$ cat src/rtl/core/mbe_pkg.sv
// shared types, constants and state encodings for the mandelbrot escape test
package mbe_pkg;

  localparam int FRAC_BITS  = 28;
  localparam int COUNT_BITS = 12;
  localparam int POINT_W    = 32;
  localparam int BUDGET_W   = 12;
  localparam int FIFO_DEPTH = 2;
  localparam int FIFO_PTR_W = $clog2(FIFO_DEPTH);

  // orbit values and their squares, Q8.FRAC
  localparam int ORBIT_W = FRAC_BITS + 8;
  // multiplier operand: room for 2*z_re and the wide shortcut terms
  localparam int MUL_W   = ORBIT_W + 2;
  localparam int HALF_W  = (MUL_W + 1) / 2;
  localparam int MAG_W   = 2 * HALF_W;
  // truncated signed product
  localparam int PROD_W  = 2 * MAG_W - FRAC_BITS + 1;
  localparam int SUM_W   = PROD_W + 1;
  localparam int ESC_W   = ORBIT_W + 1;

  typedef logic signed [POINT_W-1:0] point_t;
  typedef logic signed [ORBIT_W-1:0] orbit_t;
  typedef logic signed [MUL_W-1:0]   mul_op_t;
  typedef logic signed [PROD_W-1:0]  prod_t;
  typedef logic [COUNT_BITS-1:0]     count_t;
  typedef logic [BUDGET_W-1:0]       budget_t;

  localparam budget_t BUDGET_RESET = BUDGET_W'(40);
  localparam count_t  COUNT_MAX    = '1;

  localparam orbit_t ORBIT_MAX = {1'b0, {(ORBIT_W-1){1'b1}}};
  localparam orbit_t ORBIT_MIN = {1'b1, {(ORBIT_W-1){1'b0}}};

  localparam mul_op_t FX_ONE     = MUL_W'(1) << FRAC_BITS;
  localparam mul_op_t FX_QUARTER = MUL_W'(1) << (FRAC_BITS - 2);
  localparam prod_t   FX_SIXTEENTH = PROD_W'(1) << (FRAC_BITS - 4);
  localparam logic signed [ESC_W-1:0] FX_FOUR = ESC_W'(4) << FRAC_BITS;

  // one queued point with its shortcut verdict
  typedef struct packed {
    point_t re;
    point_t im;
    logic   hit;
  } item_t;

  typedef struct packed {
    logic full;
    logic empty;
  } fifo_stat_t;

  typedef enum logic [2:0] {
    FR_IDLE,
    FR_SQ,
    FR_SQ_W,
    FR_SUM,
    FR_LHS,
    FR_LHS_W,
    FR_DECIDE,
    FR_PUSH
  } front_state_t;

  typedef enum logic [2:0] {
    BK_IDLE,
    BK_STEP,
    BK_W1,
    BK_IM,
    BK_SQIM,
    BK_W4,
    BK_SQ_DONE,
    BK_DONE
  } back_state_t;

endpackage

$ cat src/rtl/core/mbe_mul.sv
// two-stage signed fixed-point multiplier, product truncated toward zero
module mbe_mul (
  input  logic             clk,
  input  mbe_pkg::mul_op_t a,
  input  mbe_pkg::mul_op_t b,
  output mbe_pkg::prod_t   p
);

  localparam int HW = mbe_pkg::HALF_W;
  localparam int MW = mbe_pkg::MAG_W;

  logic signed [MW-1:0] a_ext, b_ext;
  logic [MW-1:0]        mag_a, mag_b;
  logic [2*HW-1:0]      pp_ll_r, pp_lh_r, pp_hl_r, pp_hh_r;
  logic                 neg_r;
  logic [2*HW:0]        mid;
  logic [2*MW-1:0]      full;
  mbe_pkg::prod_t       mag_p;
  mbe_pkg::prod_t       p_r;

  assign a_ext = MW'(a);
  assign b_ext = MW'(b);
  assign mag_a = a[mbe_pkg::MUL_W-1] ? unsigned'(-a_ext) : unsigned'(a_ext);
  assign mag_b = b[mbe_pkg::MUL_W-1] ? unsigned'(-b_ext) : unsigned'(b_ext);

  // stage 1: four partial products of the magnitudes
  always_ff @(posedge clk) begin
    pp_ll_r <= mag_a[HW-1:0]  * mag_b[HW-1:0];
    pp_lh_r <= mag_a[HW-1:0]  * mag_b[MW-1:HW];
    pp_hl_r <= mag_a[MW-1:HW] * mag_b[HW-1:0];
    pp_hh_r <= mag_a[MW-1:HW] * mag_b[MW-1:HW];
    neg_r   <= a[mbe_pkg::MUL_W-1] ^ b[mbe_pkg::MUL_W-1];
  end

  // stage 2: combine, drop fraction bits, restore sign
  assign mid   = (2*HW+1)'(pp_lh_r) + (2*HW+1)'(pp_hl_r);
  assign full  = {pp_hh_r, pp_ll_r} + ((2*MW)'(mid) << HW);
  assign mag_p = mbe_pkg::prod_t'({1'b0, full[2*MW-1:mbe_pkg::FRAC_BITS]});

  always_ff @(posedge clk) begin
    p_r <= neg_r ? -mag_p : mag_p;
  end

  assign p = p_r;

endmodule

$ cat config.mk
export PLATFORM = sky130hd
export DESIGN_NAME = mbe_mul
export DESIGN_NICKNAME = d
export VERILOG_FILES = /design/src/rtl/core/mbe_pkg.sv /design/src/rtl/core/mbe_mul.sv
export SDC_FILE = /design/constraint.sdc
export NUM_CORES = 2
export LEC_CHECK = 0
export ABC_AREA = 1
export BUFFER_PORTS_ARGS = -buffer_cell sky130_fd_sc_hd__buf_2
export CORE_MARGIN = 2
export CORE_UTILIZATION = 55
export DETAILED_ROUTE_END_ITERATION = 10
export GPL_ROUTABILITY_DRIVEN = 0
export PLACE_DENSITY = 0.74
export SLEW_MARGIN = 10
export SYNTH_ARGS = -nofsm -noshare
export SYNTH_HDL_FRONTEND = slang
export SYNTH_SLANG_ARGS = --single-unit
$ cat constraint.sdc
create_clock -name clk -period 15.7 [get_ports clk]
set_clock_uncertainty 0.2 [all_clocks]
set_input_delay 0 -clock clk [delete_from_list [all_inputs] [get_ports clk]]
set_output_delay 0 -clock clk [all_outputs]
set_load 0.005 [all_outputs]
==> results.md <==
* CP Launch Type: primary input
* Area Growth Syn to Fin at 4.66%
* Slew Limit Fails at 0
* CTS tree: done
* Setup violators final at 0
* Port bufs at 125
* First-pass GRT wire length at 312000 µm
* Die span in y at 336 µm
* CTS sink cnt at 183
* Remaining DRCs at 0
* Largest net degree at the start of global routing at 50
* Post-cts resize count at 0
* # Max-Cap Violations at 0
* Final Hold Fails at 0
* Final ANT Viol Nets at 0
* Vias in the first global route at 55000
* WL/cell at 21.0 µm
* Cts bufs inserted at 17
* CP required at 15900 ps
* Yosys cell types at 60
* Min Tclk post-route at 9220 ps
* CP Max Fanout at 28
* Ys Warns at 0
* Placed insts at 9525
* # hold bufs at CTS at 2
* Register area share after synthesis at 6.05%
* Post-CTS Setup Bufs at 0
* Layout Cells excl Fill at 9565
* Routed vias/inst at 5.61
* Antenna violations before repair at 11
* Most used cell, CP: nand2_1
* Fmax at 108 MHz
* Most frequent cells in the layout: 2057 x inv_1, 1899 x nand2_1, 1152 x fa_1
* Die W at 336 µm
* Worst path max stage delay at 780 ps
* RSZ-0062 raised after global routing: false
* #FFs+latches synth at 183
* Number of fill cells at 9915
* Worst skew pair latency at 480 ps
* I/O Pins at 126
* Critical path class: in2reg
* Relative slew slack at 10.3%
* Crit end category: flop
* Slowest CP cell: clkinv_1
* WP data arrival at 9420 ps
* Core box area at 109000 µm²
* HP Start: b[37]
* Post-Syn Instances at 8142
* Drt first pass iters at 6
* Area of the multi-input gates at 48100 µm²
* Nets at 9928
* RR Startpoint: pp_lh_r[2]
* Syn_area_per_cell at 7.43 µm²
* Htree depth at 4
* Synth Cell Area at 60500 µm²
* Total track usage at 36.5%
* EDFF count, synth at 0
* Path type of the worst min-delay path: in2reg
* CTS root buf: clkbuf_16
* Status: completed
* Layout cells sized above 1 at 5.29%
* Period utilisation layout at 58.7%
* Main flop type after synthesis: dfxtp_1
* Fraction of registers with async set/reset at 0%
* Row cnt at 121
* Seq. cell area at 3660 µm²
* Tightest Pin Transition at 1340 ps
* Clk buf depth at 2
* Post-route setup TNS at 0 ps
* Die area at 113000 µm²
* Post-DP HPWL at 160000 µm
* Critical Path Source: a[0]
* Net Count, Synth at 9938
* Vias post-DR at 53700
* Total gr overflow at 0
* Clock Pin Slew Worst Setup and Hold Paths at 90 ps
* 1st-iter DRT viols at 5720
* Final WL at 201000 µm
* Initial Util at 55.5%
* Commonest non-fill, non-tap cell in the layout: inv_1
==> routing by layer <==
| layer | GRT usage [%] | up-vias | wire [µm] |
|---|---|---|---|
| li1 | - | 23800 | - |
| met1 | 45.4 | 25600 | 73300 |
| met2 | 54.5 | 3516 | 83400 |
| met3 | 14.6 | 752 | 31000 |
| met4 | 19.6 | 16 | 13400 |
| met5 | 0 | - | 102 |
==> state kept, by name, summed over array words and instances (netlist names) <==
register	count
neg_r	1
p	49
pp_hh_r	38
pp_hl_r	38
pp_lh_r	38
pp_ll_r	19
==> cell usage after synthesis (all sizes together) (7+ instances only) <==
master / n / share of area (%)
dfxtp: 183 / 6.1
o21a: 18 / 0.22
a21oi: 223 / 1.9
o221ai: 7 / 0.10
o211ai: 10 / 0.12
o31ai: 11 / 0.14
nor3: 43 / 0.42
buf: 79 / 0.70
a31oi: 35 / 0.36
xor2: 161 / 2.4
clkinv: 20 / 0.13
o21ai: 119 / 1.0
clkbuf: 168 / 1.0
a21o: 15 / 0.19
nor2: 887 / 5.7
inv: 2078 / 13
nor4: 16 / 0.19
o21bai: 14 / 0.18
nand2: 1952 / 12
nand3: 182 / 1.6
nand4: 64 / 0.69
fa: 1152 / 38
nand3b: 17 / 0.21
or2: 22 / 0.23
a21boi: 13 / 0.16
ha: 567 / 12
xnor2: 68 / 0.98
==> kinds of logic after synthesis <==
group | count (synthesis) | share of synthesized area [%]
adders and majority gates | 1719 | 49.8
xor gates and xnor gates | 229 | 3.39
AOI/OAI and AO/OA | 477 | 4.51
and+or+nand+nor | 3189 | 21.5
buffers and inverters | 2345 | 14.8
DFF | 183 | 6.05
==> through the flow <==
stage | hold WS [ps] | utilization, % | setup slack, ps | area [µm²]
2_1_floorplan | -26.7 | - | 8430 | 60500
3_3_place_gp | 176 | 57.5 | 6480 | 62700
3_5_place_dp | 174 | 57.5 | 6220 | 62700
4_1_cts | 185 | 58.1 | 6730 | 63300
5_1_grt | 273 | 58.1 | 6050 | 63300
6_report | 244 | 58.1 | 6480 | 63300
==> final timing paths <==
path            endpoint  slack [ps]  depth (start not counted)
min reg2reg        p[47]         510                          4
min                neg_r         240                          2
max          pp_hh_r[36]        6480                         36
max reg2reg        p[34]        9900                         30
==> critical path, delay by kind of cell <==
kind	cells	cell delay [ps]
compound gates	2	810
simple gates	15	2380
buf+inv	10	2390
xor+xnor	1	160
fa+ha+maj	8	3620
==> final cells by class <==
class / count / area share [%]
multi-input combinational: 5614 / 75.9
antenna: 6 / 0.0237
clock inverter: 13 / 0.253
inverter: 2098 / 12.4
sequential: 183 / 5.78
clock buffer: 19 / 0.715
tap: 1414 / 2.79
timing repair buffer: 218 / 2.10
Power is left out: the tool's default activity adds up to more than one toggle a clock period on the data nets, which glitch-free logic cannot reach.
